===== config.mk =====
export PLATFORM = sky130hd
export DESIGN_NAME = line_position_pid_steering
export DESIGN_NICKNAME = d
export VERILOG_FILES = /design/src/design/lpps_pkg.sv /design/src/design/line_position_pid_steering.sv /design/src/design/lpps_div.sv /design/src/design/lpps_mac.sv
export SDC_FILE = /design/constraint.sdc
export NUM_CORES = 1
export LEC_CHECK = 0
export ABC_AREA = 1
export BUFFER_PORTS_ARGS = -buffer_cell sky130_fd_sc_hd__buf_2
export CELL_PAD_IN_SITES_DETAIL_PLACEMENT = 1
export CELL_PAD_IN_SITES_GLOBAL_PLACEMENT = 2
export CORE_MARGIN = 3
export CORE_UTILIZATION = 38
export CTS_BUF_LIST = sky130_fd_sc_hd__clkbuf_8
export DETAILED_ROUTE_END_ITERATION = 10
export PLACE_DENSITY_LB_ADDON = 0.1
export SYNTH_ARGS = -nofsm -noshare
export SYNTH_HDL_FRONTEND = slang
export SYNTH_HIERARCHICAL = 1
export SYNTH_SLANG_ARGS = --single-unit

===== constraint.sdc =====
create_clock -name clk_i -period 5 [get_ports clk_i]
set_input_delay 0 -clock clk_i [delete_from_list [all_inputs] [get_ports clk_i]]
set_output_delay 0 -clock clk_i [all_outputs]
set_load 0.02 [all_outputs]

===== src/design/lpps_pkg.sv =====
// Shared widths, constants and types of the line-position PID steering block.
package lpps_pkg;

  localparam int unsigned MARGIN_W  = 12;
  localparam int unsigned GAIN_W    = 16;
  localparam int unsigned ERR_W     = 14;
  localparam int unsigned OPND_W    = 15;
  localparam int unsigned PROD_W    = 31;
  localparam int unsigned ACC_W     = 32;
  localparam int unsigned CORR_W    = 25;
  localparam int unsigned QUOT_W    = 10;
  localparam int unsigned CFG_IDX_W = 2;

  localparam logic [MARGIN_W-1:0]     MARGIN_RST = 12'd400;
  // +-2.5 position times ten, Q.8
  localparam logic signed [ERR_W-1:0] LOST_ERR   = 14'sd6400;
  // +-30.0, Q.8
  localparam logic signed [ERR_W-1:0] INTEG_LIM  = 14'sd7680;

  typedef enum logic [CFG_IDX_W-1:0] {
    CFG_MARGIN = 2'd0,
    CFG_PROP   = 2'd1,
    CFG_INTEG  = 2'd2,
    CFG_DERIV  = 2'd3
  } cfg_idx_e;

  typedef logic [GAIN_W-1:0]        gain_t;
  typedef logic signed [OPND_W-1:0] opnd_t;

  typedef struct packed {
    logic busy;
    logic done;
  } unit_stat_t;

endpackage


===== src/design/line_position_pid_steering.sv =====
// Top level of the line-position PID steering block.
//
//   channel  direction  handshake               payload
//   in       input      in_valid_i/in_ready_o   sensor_a_i..sensor_d_i
//   out      output     out_valid_o/out_ready_i steer_correction_o, scaled_error_o,
//                                               line_lost_o
//   cfg      input      cfg_valid_i/cfg_ready_o cfg_index_i, cfg_data_i
//
// Each item passes through these steps in order: forming the weighted sums, the
// bit-serial divider (10 quotient bits, then its done flag), error and integral,
// the bit-serial multiply-accumulate (three 16-bit gains, then its done flag),
// and loading the result.
// A new item is taken once the previous result is loaded into the output register,
// so the block does not take a new item before it is through with the last one.
// A stalled output holds the finished item in the last step until the register frees.
// Reset clears the gains, the margin (to 400), last error and integral.
module line_position_pid_steering #(
  parameter int unsigned SAMPLE_BITS = 12
) (
  input  logic                                   clk_i,
  input  logic                                   rst_ni,
  input  logic                                   in_valid_i,
  output logic                                   in_ready_o,
  input  logic [SAMPLE_BITS-1:0]                 sensor_a_i,
  input  logic [SAMPLE_BITS-1:0]                 sensor_b_i,
  input  logic [SAMPLE_BITS-1:0]                 sensor_c_i,
  input  logic [SAMPLE_BITS-1:0]                 sensor_d_i,
  output logic                                   out_valid_o,
  input  logic                                   out_ready_i,
  output logic signed [lpps_pkg::CORR_W-1:0]     steer_correction_o,
  output logic signed [lpps_pkg::ERR_W-1:0]      scaled_error_o,
  output logic                                   line_lost_o,
  input  logic                                   cfg_valid_i,
  output logic                                   cfg_ready_o,
  input  logic [lpps_pkg::CFG_IDX_W-1:0]         cfg_index_i,
  input  logic [lpps_pkg::GAIN_W-1:0]            cfg_data_i
);

  localparam int unsigned SUM_W = SAMPLE_BITS + 2;
  localparam int unsigned NUM_W = SUM_W + 8;
  localparam int unsigned CMP_W =
    (SAMPLE_BITS > lpps_pkg::MARGIN_W) ? SAMPLE_BITS : lpps_pkg::MARGIN_W;
  localparam int unsigned EW    = lpps_pkg::ERR_W;
  localparam int unsigned OW    = lpps_pkg::OPND_W;
  localparam int unsigned QW    = lpps_pkg::QUOT_W;

  typedef enum logic [5:0] {
    ST_IDLE = 6'b000001,
    ST_PREP = 6'b000010,
    ST_DIV  = 6'b000100,
    ST_ERR  = 6'b001000,
    ST_MAC  = 6'b010000,
    ST_FIN  = 6'b100000
  } state_e;

  state_e                               state_q, state_d;
  logic [SAMPLE_BITS-1:0]               sensor_q [4];
  logic [lpps_pkg::MARGIN_W-1:0]        margin_q;
  lpps_pkg::gain_t                      prop_q, integ_gain_q, deriv_q;
  logic signed [EW-1:0]                 last_error_q;
  logic signed [EW-1:0]                 error_integral_q;
  lpps_pkg::opnd_t                      diff_q;
  logic                                 lost_q;
  logic                                 neg_q;
  logic                                 out_valid_q;
  logic signed [lpps_pkg::CORR_W-1:0]   corr_out_q;
  logic signed [EW-1:0]                 err_out_q;
  logic                                 lost_out_q;

  logic [SUM_W-1:0]                     s_x [4];
  logic [SUM_W-1:0]                     wpos, wneg, wmag, ssum;
  logic                                 seen, wneg_big;
  logic [NUM_W-1:0]                     num;
  logic [QW-1:0]                        quot;
  logic signed [QW:0]                   pos;
  logic signed [EW-1:0]                 pos_x, err_cent, err_val, integ_val;
  lpps_pkg::opnd_t                      diff_val, integ_sum;
  logic signed [lpps_pkg::ACC_W-1:0]    acc;
  lpps_pkg::unit_stat_t                 div_stat, mac_stat;
  logic                                 in_xfer, cfg_xfer, fin_load;

  assign in_ready_o  = (state_q == ST_IDLE);
  assign in_xfer     = in_valid_i && in_ready_o;
  assign cfg_ready_o = 1'b1;
  assign cfg_xfer    = cfg_valid_i && cfg_ready_o;
  assign fin_load    = (state_q == ST_FIN) && (!out_valid_q || out_ready_i);

  // weighted sums: +3a +b on one side, +c +3d on the other
  always_comb begin
    seen = 1'b0;
    for (int i = 0; i < 4; i++) begin
      s_x[i] = SUM_W'(sensor_q[i]);
      if (CMP_W'(sensor_q[i]) > CMP_W'(margin_q)) begin
        seen = 1'b1;
      end
    end
    wpos     = (s_x[0] << 1) + s_x[0] + s_x[1];
    wneg     = s_x[2] + (s_x[3] << 1) + s_x[3];
    ssum     = s_x[0] + s_x[1] + s_x[2] + s_x[3];
    wneg_big = (wneg > wpos);
    wmag     = wneg_big ? (wneg - wpos) : (wpos - wneg);
    num      = {wmag, 8'b0};
  end

  lpps_div #(
    .NUM_W (NUM_W),
    .DEN_W (SUM_W)
  ) u_div (
    .clk_i   (clk_i),
    .rst_ni  (rst_ni),
    .start_i (state_q == ST_PREP),
    .num_i   (num),
    .den_i   (ssum),
    .stat_o  (div_stat),
    .quot_o  (quot)
  );

  // truncation toward zero: divide magnitudes, then apply the sign
  always_comb begin
    pos      = neg_q ? -$signed({1'b0, quot}) : $signed({1'b0, quot});
    pos_x    = EW'(pos);
    err_cent = (pos_x <<< 3) + (pos_x <<< 1);
    if (lost_q) begin
      err_val = (last_error_q > 0) ? lpps_pkg::LOST_ERR : -lpps_pkg::LOST_ERR;
    end else begin
      err_val = err_cent;
    end
    diff_val  = OW'(err_val) - OW'(last_error_q);
    integ_sum = OW'(error_integral_q) + OW'(err_val);
    if (integ_sum > OW'(lpps_pkg::INTEG_LIM)) begin
      integ_val = lpps_pkg::INTEG_LIM;
    end else if (integ_sum < -OW'(lpps_pkg::INTEG_LIM)) begin
      integ_val = -lpps_pkg::INTEG_LIM;
    end else begin
      integ_val = EW'(integ_sum);
    end
  end

  lpps_mac u_mac (
    .clk_i        (clk_i),
    .rst_ni       (rst_ni),
    .start_i      (state_q == ST_ERR),
    .prop_gain_i  (prop_q),
    .integ_gain_i (integ_gain_q),
    .deriv_gain_i (deriv_q),
    .err_i        (OW'(last_error_q)),
    .integ_i      (OW'(error_integral_q)),
    .diff_i       (diff_q),
    .stat_o       (mac_stat),
    .acc_o        (acc)
  );

  always_comb begin
    state_d = state_q;
    unique case (state_q)
      ST_IDLE: if (in_valid_i) state_d = ST_PREP;
      ST_PREP: state_d = ST_DIV;
      ST_DIV:  if (div_stat.done) state_d = ST_ERR;
      ST_ERR:  state_d = ST_MAC;
      ST_MAC:  if (mac_stat.done) state_d = ST_FIN;
      ST_FIN:  if (fin_load) state_d = ST_IDLE;
      default: state_d = ST_IDLE;
    endcase
  end

  always_ff @(posedge clk_i or negedge rst_ni) begin
    if (!rst_ni) begin
      state_q          <= ST_IDLE;
      margin_q         <= lpps_pkg::MARGIN_RST;
      prop_q           <= '0;
      integ_gain_q     <= '0;
      deriv_q          <= '0;
      last_error_q     <= '0;
      error_integral_q <= '0;
      out_valid_q      <= 1'b0;
    end else begin
      state_q <= state_d;
      if (cfg_xfer) begin
        unique case (lpps_pkg::cfg_idx_e'(cfg_index_i))
          lpps_pkg::CFG_MARGIN: margin_q     <= cfg_data_i[lpps_pkg::MARGIN_W-1:0];
          lpps_pkg::CFG_PROP:   prop_q       <= cfg_data_i;
          lpps_pkg::CFG_INTEG:  integ_gain_q <= cfg_data_i;
          lpps_pkg::CFG_DERIV:  deriv_q      <= cfg_data_i;
        endcase
      end
      if (state_q == ST_ERR) begin
        last_error_q     <= err_val;
        error_integral_q <= integ_val;
      end
      if (fin_load) begin
        out_valid_q <= 1'b1;
      end else if (out_ready_i) begin
        out_valid_q <= 1'b0;
      end
    end
  end

  always_ff @(posedge clk_i) begin
    if (in_xfer) begin
      sensor_q[0] <= sensor_a_i;
      sensor_q[1] <= sensor_b_i;
      sensor_q[2] <= sensor_c_i;
      sensor_q[3] <= sensor_d_i;
    end
    if (state_q == ST_PREP) begin
      lost_q <= !seen;
      neg_q  <= wneg_big;
    end
    if (state_q == ST_ERR) begin
      diff_q <= diff_val;
    end
    if (fin_load) begin
      // Q.16 to Q.8, rounding toward minus infinity
      corr_out_q <= lpps_pkg::CORR_W'(acc >>> 8);
      err_out_q  <= last_error_q;
      lost_out_q <= lost_q;
    end
  end

  assign out_valid_o        = out_valid_q;
  assign steer_correction_o = corr_out_q;
  assign scaled_error_o     = err_out_q;
  assign line_lost_o        = lost_out_q;

`ifndef SYNTHESIS
  a_div_done_in_div: assert property (@(posedge clk_i) disable iff (!rst_ni)
    div_stat.done |-> state_q == ST_DIV)
    else $error("divider finished outside the divide step");

  a_idle_units_quiet: assert property (@(posedge clk_i) disable iff (!rst_ni)
    in_ready_o |-> !div_stat.busy && !mac_stat.busy)
    else $error("arithmetic unit busy while taking a new item");

  a_integral_range: assert property (@(posedge clk_i) disable iff (!rst_ni)
    (error_integral_q <= lpps_pkg::INTEG_LIM) && (error_integral_q >= -lpps_pkg::INTEG_LIM))
    else $error("error integral outside its clamp");

  a_lost_error: assert property (@(posedge clk_i) disable iff (!rst_ni)
    $rose(out_valid_o) && line_lost_o |->
      scaled_error_o == lpps_pkg::LOST_ERR || scaled_error_o == -lpps_pkg::LOST_ERR)
    else $error("lost-line result with a centroid error");
`endif

endmodule


===== src/design/lpps_div.sv =====
// Bit-serial restoring divider, one quotient bit per cycle.
module lpps_div #(
  parameter int unsigned NUM_W = 22,
  parameter int unsigned DEN_W = 14
) (
  input  logic                           clk_i,
  input  logic                           rst_ni,
  input  logic                           start_i,
  input  logic [NUM_W-1:0]               num_i,
  input  logic [DEN_W-1:0]               den_i,
  output lpps_pkg::unit_stat_t           stat_o,
  output logic [lpps_pkg::QUOT_W-1:0]    quot_o
);

  localparam int unsigned QW    = lpps_pkg::QUOT_W;
  localparam int unsigned DSH_W = DEN_W + QW - 1;
  localparam int unsigned REM_W = (NUM_W > DSH_W) ? NUM_W : DSH_W;
  localparam int unsigned CNT_W = $clog2(QW);
  localparam logic [CNT_W-1:0] CNT_LAST = CNT_W'(QW - 1);

  logic [REM_W-1:0] rem_q;
  logic [DSH_W-1:0] dsh_q;
  logic [QW-1:0]    quot_q;
  logic [CNT_W-1:0] cnt_q;
  logic             busy_q;
  logic             done_q;
  logic [REM_W-1:0] dsh_x;
  logic             fits;

  // quotient is known to stay below 2**QW, so the divisor starts at den << (QW-1)
  assign dsh_x = REM_W'(dsh_q);
  assign fits  = (rem_q >= dsh_x);

  always_ff @(posedge clk_i or negedge rst_ni) begin
    if (!rst_ni) begin
      busy_q <= 1'b0;
      done_q <= 1'b0;
      cnt_q  <= '0;
    end else begin
      done_q <= 1'b0;
      if (start_i) begin
        busy_q <= 1'b1;
        cnt_q  <= '0;
      end else if (busy_q) begin
        cnt_q <= cnt_q + 1'b1;
        if (cnt_q == CNT_LAST) begin
          busy_q <= 1'b0;
          done_q <= 1'b1;
        end
      end
    end
  end

  always_ff @(posedge clk_i) begin
    if (start_i) begin
      rem_q <= REM_W'(num_i);
      dsh_q <= {den_i, {(QW-1){1'b0}}};
    end else if (busy_q) begin
      if (fits) begin
        rem_q <= rem_q - dsh_x;
      end
      quot_q <= {quot_q[QW-2:0], fits};
      dsh_q  <= dsh_q >> 1;
    end
  end

  assign stat_o.busy = busy_q;
  assign stat_o.done = done_q;
  assign quot_o      = quot_q;

endmodule


===== src/design/lpps_mac.sv =====
// Bit-serial multiply-accumulate of the three PID terms, one gain bit per cycle apart from an add step after each term.
module lpps_mac (
  input  logic                                clk_i,
  input  logic                                rst_ni,
  input  logic                                start_i,
  input  lpps_pkg::gain_t                     prop_gain_i,
  input  lpps_pkg::gain_t                     integ_gain_i,
  input  lpps_pkg::gain_t                     deriv_gain_i,
  input  lpps_pkg::opnd_t                     err_i,
  input  lpps_pkg::opnd_t                     integ_i,
  input  lpps_pkg::opnd_t                     diff_i,
  output lpps_pkg::unit_stat_t                stat_o,
  output logic signed [lpps_pkg::ACC_W-1:0]   acc_o
);

  localparam int unsigned GW     = lpps_pkg::GAIN_W;
  localparam int unsigned PW     = lpps_pkg::PROD_W;
  localparam int unsigned AW     = lpps_pkg::ACC_W;
  localparam int unsigned BIT_W  = $clog2(GW);
  localparam logic [BIT_W-1:0] BIT_LAST = BIT_W'(GW - 1);

  typedef enum logic [2:0] {
    TERM_P = 3'b001,
    TERM_I = 3'b010,
    TERM_D = 3'b100
  } term_e;

  term_e               term_q;
  logic [BIT_W-1:0]    bit_q;
  logic                busy_q;
  logic                add_q;
  logic                done_q;
  lpps_pkg::gain_t     gsh_q;
  logic signed [PW-1:0] prod_q;
  logic signed [AW-1:0] acc_q;
  lpps_pkg::opnd_t     sel_opnd;
  logic signed [PW-1:0] addend;

  always_comb begin
    case (term_q)
      TERM_P:  sel_opnd = err_i;
      TERM_I:  sel_opnd = integ_i;
      default: sel_opnd = diff_i;
    endcase
  end

  // MSB-first shift-add; the product wraps correctly in two's complement
  assign addend = gsh_q[GW-1] ? PW'(sel_opnd) : '0;

  always_ff @(posedge clk_i or negedge rst_ni) begin
    if (!rst_ni) begin
      busy_q <= 1'b0;
      add_q  <= 1'b0;
      done_q <= 1'b0;
      term_q <= TERM_P;
      bit_q  <= '0;
    end else begin
      done_q <= 1'b0;
      if (start_i) begin
        busy_q <= 1'b1;
        add_q  <= 1'b0;
        term_q <= TERM_P;
        bit_q  <= '0;
      end else if (busy_q) begin
        if (add_q) begin
          add_q <= 1'b0;
          bit_q <= '0;
          unique case (term_q)
            TERM_P:  term_q <= TERM_I;
            TERM_I:  term_q <= TERM_D;
            default: begin
              busy_q <= 1'b0;
              done_q <= 1'b1;
            end
          endcase
        end else begin
          bit_q <= bit_q + 1'b1;
          if (bit_q == BIT_LAST) begin
            add_q <= 1'b1;
          end
        end
      end
    end
  end

  always_ff @(posedge clk_i) begin
    if (start_i) begin
      gsh_q  <= prop_gain_i;
      prod_q <= '0;
      acc_q  <= '0;
    end else if (busy_q) begin
      if (add_q) begin
        acc_q  <= acc_q + AW'(prod_q);
        prod_q <= '0;
        case (term_q)
          TERM_P:  gsh_q <= integ_gain_i;
          default: gsh_q <= deriv_gain_i;
        endcase
      end else begin
        prod_q <= (prod_q <<< 1) + addend;
        gsh_q  <= gsh_q << 1;
      end
    end
  end

  assign stat_o.busy = busy_q;
  assign stat_o.done = done_q;
  assign acc_o       = acc_q;

endmodule

==> out/metrics.yaml, run 1 <==
status: "finished, final reports clean"
die_w_um: 266.2
finalCritPeriodShare_pct: 92.37
grt_remaining_overflow: 0
regToRegEndpoint: "u_div/rem_q[15]"
dp_hpwl_um: 65210
synthToLayoutAreaGrowth_pct: 15.63
grt_max_degree: 69
dr.pass1.iters: 5
yosysWarnings: 6
setup_viol: 0
maxSlewViolCount: 0
wl_per_cell_um: 18.40
syn_area_sq_um: 25730
rows: 94
ios: 114
report.final.hold_viol_count: 0
final.fill_count: 8217
cts.clk_slew.worst_paths_ns: 0.07
die_h_um: 266.2
vias: 23220
finalCriticalPeriod_ns: 4.619
routabilityCongestion: 0.8798
arrival_ns: 5.00
r2r-start: "sensor_q[1][1]"
start_util_pct: 38.72
fmax_mhz: 216.5
worst_slew_pin_slew_ns: 1.092
syn-instance-count: 3392
crit_fanout: 15
drive_above_1_share_pct: 9.071
critical_path.startpoint_type: "register"
antenna_found_initial: 3
reg2reg_depth: 26
cap_violations: 0
maxSlewHeadroom_pct: 27.12
worstSetupPathType: "reg2reg"
grt_pass1_vias: 24950
core_sq_um: 66450
drt_iter0_drc: 987
critPathRequiredTime_ns: 5.38
cts_tree: "yes"
detail-route-antenna-nets: 0
clock-sinks: 346
dp_slack_ns: 0.2402
root_buffer: "clkbuf_8"
final_nets: 4000
critical_path.startpoint: "sensor_q[1][1]"
clk_latency_ns: 0.67
reg2reg_slack_ns: 0.38
synth.avg_cell_area_sq_um: 7.585
grt_pass1_wl_um: 134600
h-tree-depth: 3
numCtsBuffers: 69
setup_ws_ns: 0.3814
final_util_pct: 44.77
via_per_inst: 5.092
cp-endpoint: "u_div/rem_q[15]"
crit_path_end_kind: "register"
io_buffers: 111
drc: 0
grt_usage_pct: 23.92
fp.dieArea_sq_um: 70870
min_path_type: "in2async"
clockBufferDepth: 3
wl_um: 83900
rsz0062_at_grt: "yes"
finClkSkew_ns: 0.03508
## metal layers
metal | global-route usage (%) | vias to the layer above | share of wire, %
met2 | 42.26 | 335 | 49
li1 | - | 11550 | -
met5 | 0 | - | 0.014
met1 | 30.37 | 11220 | 45
met4 | 7.232 | 2 | 2.8
met3 | 3.278 | 112 | 3.0
## stage by stage
stage | hold WS, ns | setup TNS [ns] | instances | area [sq um]
2_1_floorplan | -0.2956 | 0 | 3403 | 25770
3_3_place_gp | 0.1765 | 0 | 4327 | 27250
3_5_place_dp | 0.1787 | 0 | 4327 | 27250
4_1_cts | 0.002932 | 0 | 4552 | 29660
5_1_grt | 0.03600 | -0.06651 | 4559 | 29750
6_report | 0.03939 | 0 | 4560 | 29750
## layout by cell type, fill, tap and decap left out, types with 8 or more instances in the layout
master and count:
buf_4 24, a21oi_2 8, nand4_1 35, dfxtp_1 73, dlygate4sd3_1 98, o311ai_1 10
clkinv_2 11, dfrtp_1 104, nor2_1 205, o21ai_1 13, nor2_2 15, edfxtp_1 164
nand2_1 1037, clkbuf_8 77, inv_2 10, nand3_1 184, xor2_1 70, nand2_2 26
a31oi_1 16, inv_1 493, buf_2 110, xnor2_1 27, or2_2 9, nand3b_1 12
clkinv_1 9, a21oi_1 194, fa_1 56, o21ai_0 202, nor3_1 21, conb_1 13
ha_1 233, o21bai_1 18, o22ai_1 12
## final cells by class
type,count,area [sq um],share of cell area [%]
flip-flops and latches,346,9120,30.65
multi-input cells,2504,14580,49.02
clock buffers,77,1060,3.562
clock inverters,50,369.1,1.241
diodes,3,7.507,0.02523
well taps,864,1081,3.634
repair buffers,232,1712,5.753
inverters,484,1819,6.115
## how the worst min path moves through the flow
stage                                 end  slack (ns)  cells past startpoint
final                         deriv_q[10]        0.04                      2
after global routing       sensor_q[2][4]        0.04                      2
after CTS                  sensor_q[0][5]       0.003                      2
after detailed placement   sensor_q[0][9]        0.18                      1
after global placement    sensor_q[0][11]        0.18                      1
after floorplan                deriv_q[0]       -0.30                      0
## sequential cells by signal, summed over array words and instances, names as in the netlist, 14 cells and up
name	flops
sensor_q	48
u_div/rem_q	23
u_mac/acc_o	32
diff_q	14
integ_gain_q	16
prop_q	16
u_mac/prod_q	31
u_mac/gsh_q	16
u_div/dsh_q	23
steer_correction_o	24
deriv_q	16
## critical path: stages, from the launching register on
cell and delay [ns]:
edfxtp_1 0.46, fa_1 0.51, ha_1 0.27, fa_1 0.42, nand3_1 0.10, and2_1 0.22, inv_1 0.06, a21oi_1 0.13
o21bai_1 0.09, xor2_1 0.18, inv_1 0.07, ha_2 0.39, nand2_1 0.12, nor2_1 0.19, nand2_1 0.10, nand3_2 0.08
nand2_1 0.05, nand2_1 0.09, nand2_1 0.06, nand2_1 0.10, nand2_4 0.13, inv_4 0.15, nand2_1 0.08, nand3_1 0.08
nand2_1 0.05, nand2_1 0.05, o21ai_0 0.10
## timing repair
item	CTS	global route
gates resized for setup	0	13
hold buffers	98	0
hold endpoints to repair	180	0
endpoints found under the setup margin	0	24
setup buffers	0	5
Power of run 1 is not shown: default switching activity piles up to over one toggle a cycle in this logic, so the estimate is an artifact.
==> run 2: changes to the inputs <==
ABC_AREA = unset   (was 1)
CORE_UTILIZATION = 42   (was 38)
==> run 2 against run 1 <==
  * The flow now finishes with violations (negative setup slack)
  * Critical path depth decreased by 7
  * Flip-flop and latch count unchanged
  * Via count decreased by 16%
  * Non-clock buffer count increased by 143
  * Final area decreased by 2.4%
  * Register-to-register slack got worse by 0.63 ns
  * Final cell count decreased by 22%
  * Critical path type unchanged
==> out/metrics.yaml, run 2 <==
setup_ws_ns: -0.2469  # -0.6284 ns
h-tree-depth: 3  # unchanged
final_cell_mix: "nand2_1 (261), ha_1 (225), o21ai_0 (192)"
critical_path.startpoint_type: "register"
fmax_mhz: 190.6  # -12%
cp-endpoint: "u_div/rem_q[21]"
finalCriticalPeriod_ns: 5.247  # +0.6284 ns
final.fill_count: 6248  # -24%
cap_violations: 0  # unchanged
grt_pass1_wl_um: 112900  # -16%
arrival_ns: 5.62  # +0.62 ns
antenna_found_initial: 4  # +1
dp_hpwl_um: 49990  # -23%
io_buffers: 111  # unchanged
reg2reg_slack_ns: -0.25  # -0.63 ns
syn_area_sq_um: 23610  # -8.3%
drt_iter0_drc: 858  # -13%
finClkSkew_ns: 0.03558  # +0.0004980 ns
root_buffer: "clkbuf_8"
finalCritPeriodShare_pct: 104.9  # +13 points
grt_usage_pct: 23.58  # -0.34 points
violations: "negative setup slack"
hold_path_depth: 2
maxSlewViolCount: 0  # unchanged
grt_max_degree: 56  # -19%
status: "finished, violations left"
core_sq_um: 55310  # -17%
worst_slew_pin_slew_ns: 1.176  # +0.08418 ns
m1WireLength_um: 30530  # -19%
setup_viol: 13  # +13
die_w_um: 243.1  # -8.7%
detail-route-antenna-nets: 0  # unchanged
drc: 0  # unchanged
wl_met2_um: 35810  # -13%
wl_per_cell_um: 19.60  # +6.5%
worstSetupPathType: "reg2reg"
maxSlewHeadroom_pct: 21.43  # -5.7 points
dr.pass1.iters: 5  # unchanged
clockBufferDepth: 3  # unchanged
yosysWarnings: 6  # unchanged
critPathRequiredTime_ns: 5.37  # about the same
via_per_inst: 5.433  # +6.7%
synth.avg_cell_area_sq_um: 9.860  # +30%
clock-sinks: 346  # unchanged
fp.dieArea_sq_um: 59080  # -17%
crit_fanout: 5  # -10
final_nets: 3136  # -22%
critical_path.startpoint: "sensor_q[3][1]"
reg2reg_depth: 19  # -27%
dpl_cell_area_sq_um: 25900  # -4.9%
die_h_um: 243.1  # -8.7%
syn-instance-count: 2394  # -29%
met3_length_um: 1878  # -24%
drive_above_1_share_pct: 20.08  # +11 points
numCtsBuffers: 68  # -1.4%
vias: 19440  # -16%
ios: 114  # unchanged
routabilityCongestion: 0.8337  # -5.2%
mostFrequentLayoutCell: "nand2_1"
cts.clk_slew.worst_paths_ns: 0.06  # about the same
regToRegEndpoint: "u_div/rem_q[21]"
regMostFlops: "sensor_q"
min_path_type: "in2reg"
rows: 86  # -8.5%
start_util_pct: 42.68  # +4.0 points
grt_remaining_overflow: 0  # unchanged
r2r-start: "sensor_q[3][1]"
report.final.hold_viol_count: 0  # unchanged
design_area_sq_um: 29050  # -2.4%
cts_tree: "yes"
crit_path_end_kind: "register"
rsz0062_at_grt: "yes"
largest_register_ffs: 48  # unchanged
synthToLayoutAreaGrowth_pct: 23.05
grt_pass1_vias: 21170  # -15%
wl_um: 70120  # -16%
routed.top_layer: "met4"
clk_latency_ns: 0.65  # -0.02 ns
run 2: metrics by stage:
step                setup WS (ns)  setup TNS (ns)  cells  utilization (%)  hold slack [ns]
floorplan                -0.07048         -0.1163   2405                -          -0.2956
global placement          -0.1445         -0.7006   3317            46.83           0.1325
detailed placement        -0.3860          -5.840   3317            46.83           0.1383
CTS                       -0.2508          -1.530   3555            51.61         0.004885
global route              -0.4700          -6.352   3578            52.52          0.02357
finish                    -0.2469          -1.996   3578            52.52          0.06735
run 2: layout make-up:
| type | count | area, sq um | area share (%) |
|---|---|---|---|
| clock inverters | 49 | 290.3 | 0.9994 |
| repair buffers | 375 | 2805 | 9.658 |
| well taps | 748 | 935.9 | 3.222 |
| inverters | 132 | 499.2 | 1.719 |
| multi-input cells | 1850 | 14340 | 49.38 |
| flip-flops and latches | 346 | 9120 | 31.40 |
| clock buffers | 76 | 1046 | 3.601 |
| diodes | 2 | 5.005 | 0.01723 |
run 2: worst min-delay path by stage:
stage                    from               to  slack, ns
2_1_floorplan          rst_ni       deriv_q[0]      -0.30
3_3_place_gp           rst_ni        prop_q[9]       0.13
3_5_place_dp           rst_ni        prop_q[9]       0.14
4_1_cts        sensor_b_i[10]  sensor_q[1][10]      0.005
5_1_grt         sensor_a_i[9]   sensor_q[0][9]       0.02
6_report        sensor_a_i[9]   sensor_q[0][9]       0.07
run 2: metal layers:
metal  up-vias  track usage (%)
met1      9657            28.80
met2       248            42.89
met5         -                0
li1       9429                -
met4         0            7.276
met3       105            3.347
run 2: critical path: stages (launching register included):
cell and delay [ns]:
edfxtp_1 0.46, fa_1 0.48, ha_1 0.24, fa_2 0.36
a21o_1 0.17, a21oi_2 0.15, o21bai_1 0.11, a21oi_2 0.22
o21ai_2 0.12, xor2_1 0.30, ha_4 0.27, and3_4 0.15
a221o_1 0.33, and2_4 0.17, o31a_1 0.29, o31a_1 0.33
mux2_4 0.36, o21ai_2 0.13, xor2_1 0.07, mux2_2 0.26
run 2: timing repair:
action                                 4_1_cts  5_1_grt
pin swaps                                   27       47
setup buffers                               19       21
endpoints found under the hold margin      173        0
gates cloned                                 1        0
gates resized for setup                     45       68
setup endpoints to repair                   25       25
hold buffers                                93        0
Power of run 2 is left out for the same reason.
==> run 3: changes to the inputs <==
==> constraint.sdc (replaced) <==
create_clock -name clk_i -period 5 [get_ports clk_i]
set_input_delay 0.5 -clock clk_i [delete_from_list [all_inputs] [get_ports clk_i]]
set_output_delay 0.5 -clock clk_i [all_outputs]
set_load 0.02 [all_outputs]
==> run 3 against run 2 <==
  * The flow still finishes with violations (negative setup slack)
  * Final area shrank 2.8%
  * First-iteration DRC count is 2.1% lower
  * Clock skew decreased by 0.0093 ns
  * Count of clock-buffer cells in the layout decreased by 3
  * Fmax fell by 1.6%
  * Critical path depth up 3
  * Utilization fell by 1.5 points
  * Highest routed layer unchanged
==> out/metrics.yaml, run 3 (synthesis gave the netlist of run 2 again) <==
clk_latency_ns: 0.64  # about the same
h-tree-depth: 3  # unchanged
grt_usage_pct: 23.02  # -0.56 points
ios: 114  # unchanged
io_buffers: 111  # unchanged
cp_slowest_cell: "edfxtp_1"
grt_max_degree: 69  # +23%
root_buffer: "clkbuf_8"
instances_no_fill: 3510  # -1.9%
finalCritPeriodShare_pct: 106.6  # +1.7 points
crit_path_end_kind: "register"
final.setup.tns_ns: -3.269  # -1.273 ns
worstSetupPathType: "reg2reg"
routabilityCongestion: 0.8551  # +2.6%
cts.clk_slew.worst_paths_ns: 0.06  # about the same
finalCriticalPeriod_ns: 5.332  # +0.08463 ns
path_cells: "fa_1 > ha_2 > fa_2 > a21o_1 > a21oi_2 > o21bai_1 > a21oi_2 > o21ai_2 > a311oi_2 > xnor2_1 > inv_1 > ha_4 > nand2_1 > a211oi_2 > a21boi_2 > o31a_1 > o31a_1 > buf_6 > mux2_2 > xnor2_1 > nand2_1 > o21ai_1"
fp.dieArea_sq_um: 59080  # unchanged
antenna_found_initial: 5  # +1
detail-route-antenna-nets: 0  # unchanged
arrival_ns: 5.67  # +0.05 ns
status: "finished, violations left"
dp.cells: 3309  # -0.24%
fmax_mhz: 187.6  # -1.6%
grt_pass1_wl_um: 110200  # -2.4%
cts_tree: "yes"
grt_pass1_vias: 20710  # -2.2%
use_met3_pct: 3.392  # +0.044 points
synthToLayoutAreaGrowth_pct: 19.59
regMostFlops: "sensor_q"
cpLargestDelayFamily: "compound AO/OA/AOI/OAI gates"
maxSlewHeadroom_pct: 12.70  # -8.7 points
grt_remaining_overflow: 0  # unchanged
cap_violations: 0  # unchanged
met1_usage_pct: 28.48  # -0.33 points
final_nets: 3065  # -2.3%
grt-busiest-layer: "met2"
drt_iter0_drc: 840  # -2.1%
die_h_um: 243.1  # unchanged
dpl_cell_area_sq_um: 25840  # -0.23%
via_per_inst: 5.433  # about the same
wl_um: 67860  # -3.2%
setup_viol: 13  # unchanged
maxSlewViolCount: 0  # unchanged
critPathRequiredTime_ns: 5.34  # -0.03 ns
report.final.hold_viol_count: 0  # unchanged
cpPeakStageDelay_ns: 0.46  # -0.02 ns
wl_per_cell_um: 19.33  # -1.4%
mostFrequentLayoutCell: "nand2_1"
worst_slew_pin_slew_ns: 1.307  # +0.1307 ns
critical_path.startpoint_type: "register"
clockBufferDepth: 3  # unchanged
use_met2_pct: 41.33  # -1.6 points
setup_ws_ns: -0.3315  # -0.08463 ns
largest_register_ffs: 48  # unchanged
min_path_type: "in2reg"
final.fill_count: 6262  # +0.22%
hold_slack_ns: 0.06071  # -0.006645 ns
core_sq_um: 55310  # unchanged
clock-sinks: 346  # unchanged
rsz0062_at_grt: "yes"
final_cell_mix: "nand2_1 (264), ha_1 (225), o21ai_0 (198)"
crit_fanout: 8  # +3
rows: 86  # unchanged
reg2reg_slack_ns: -0.33  # -0.08 ns
die_w_um: 243.1  # unchanged
dp_hpwl_um: 49880  # -0.22%
dr.pass1.iters: 4  # -1
design_area_sq_um: 28230  # -2.8%
violations: "negative setup slack"
drive_above_1_share_pct: 20.06  # -0.027 points
vias: 19070  # -1.9%
start_util_pct: 42.68  # unchanged
drc: 0  # unchanged
numCtsBuffers: 68  # unchanged
finClkSkew_ns: 0.02624  # -0.009337 ns
crit_buf_inv: 2  # +2
==> run 3: cell types whose count changed in the layout (fill, tap and decap cells not counted), moves of 4 or more <==
cell and delta:
dlygate4sd3_1 -65, clkinv_1 +8, o21ai_0 +6, buf_4 -5, clkinv_2 +5, inv_1 -5
o21ai_1 -5, a21oi_1 +4, a21oi_2 -4, xnor2_1 +4, xnor2_2 -4
==> run 3: path summary, 6_finish.rpt <==
| path | depth (start not counted) | start | endpoint |
|---|---|---|---|
| max | 22 | sensor_q[0][1] | u_div/rem_q[10] |
| max in group asynchronous | 3 | rst_ni | last_error_q[13] |
| min in group asynchronous | 2 | rst_ni | margin_q[5] |
| min reg2reg | 1 | u_div/done_q | state_q[2] |
| max reg2reg | 22 | sensor_q[0][1] | u_div/rem_q[10] |
| min | 1 | sensor_a_i[7] | sensor_q[0][7] |
==> run 3: repair_timing <==
item | 4_1_cts | 5_1_grt
endpoints found under the hold margin | 86 | 0
buffers inserted | 27 | 16
pin swaps | 28 | 44
gates resized for setup | 53 | 43
gates cloned | 1 | 0
setup endpoints to repair | 24 | 27
hold buffers | 27 | 0
==> run 3: per-stage QoR <==
step	utilization [%]	worst slack [ns]
after floorplan	-	-0.07048
after global placement	46.72	-0.1972
after detailed placement	46.72	-0.4414
after CTS	50.38	-0.1857
after global routing	51.04	-0.6250
final	51.04	-0.3315
==> run 3: per-layer routing <==
metal / up-vias / share of wire [%]
li1: 9311 / -
met1: 9357 / 44
met2: 289 / 50
met3: 114 / 2.8
met4: 0 / 2.8
met5: - / 0
==> run 3: layout make-up <==
| class | instances | area, sq um | share of cell area (%) |
|---|---|---|---|
| inverter | 132 | 498.0 | 1.764 |
| tap | 748 | 935.9 | 3.315 |
| antenna | 5 | 12.51 | 0.04432 |
| clock inverter | 52 | 260.3 | 0.9219 |
| multi-input combinational | 1850 | 14310 | 50.68 |
| timing repair buffer | 304 | 2090 | 7.402 |
| clock buffer | 73 | 1005 | 3.559 |
| sequential | 346 | 9120 | 32.31 |
==> run 3: worst register-to-register path: stages (launching register included) <==
cell	delay [ns]
edfxtp_1	0.46
fa_1	0.46
ha_2	0.21
fa_2	0.39
a21o_1	0.20
a21oi_2	0.15
o21bai_1	0.10
a21oi_2	0.17
o21ai_2	0.12
a311oi_2	0.32
xnor2_1	0.19
inv_1	0.10
ha_4	0.30
nand2_1	0.09
a211oi_2	0.21
a21boi_2	0.23
o31a_1	0.18
o31a_1	0.28
buf_6	0.22
mux2_2	0.37
xnor2_1	0.13
nand2_1	0.09
o21ai_1	0.08
Power of run 3 is left out for the same reason.
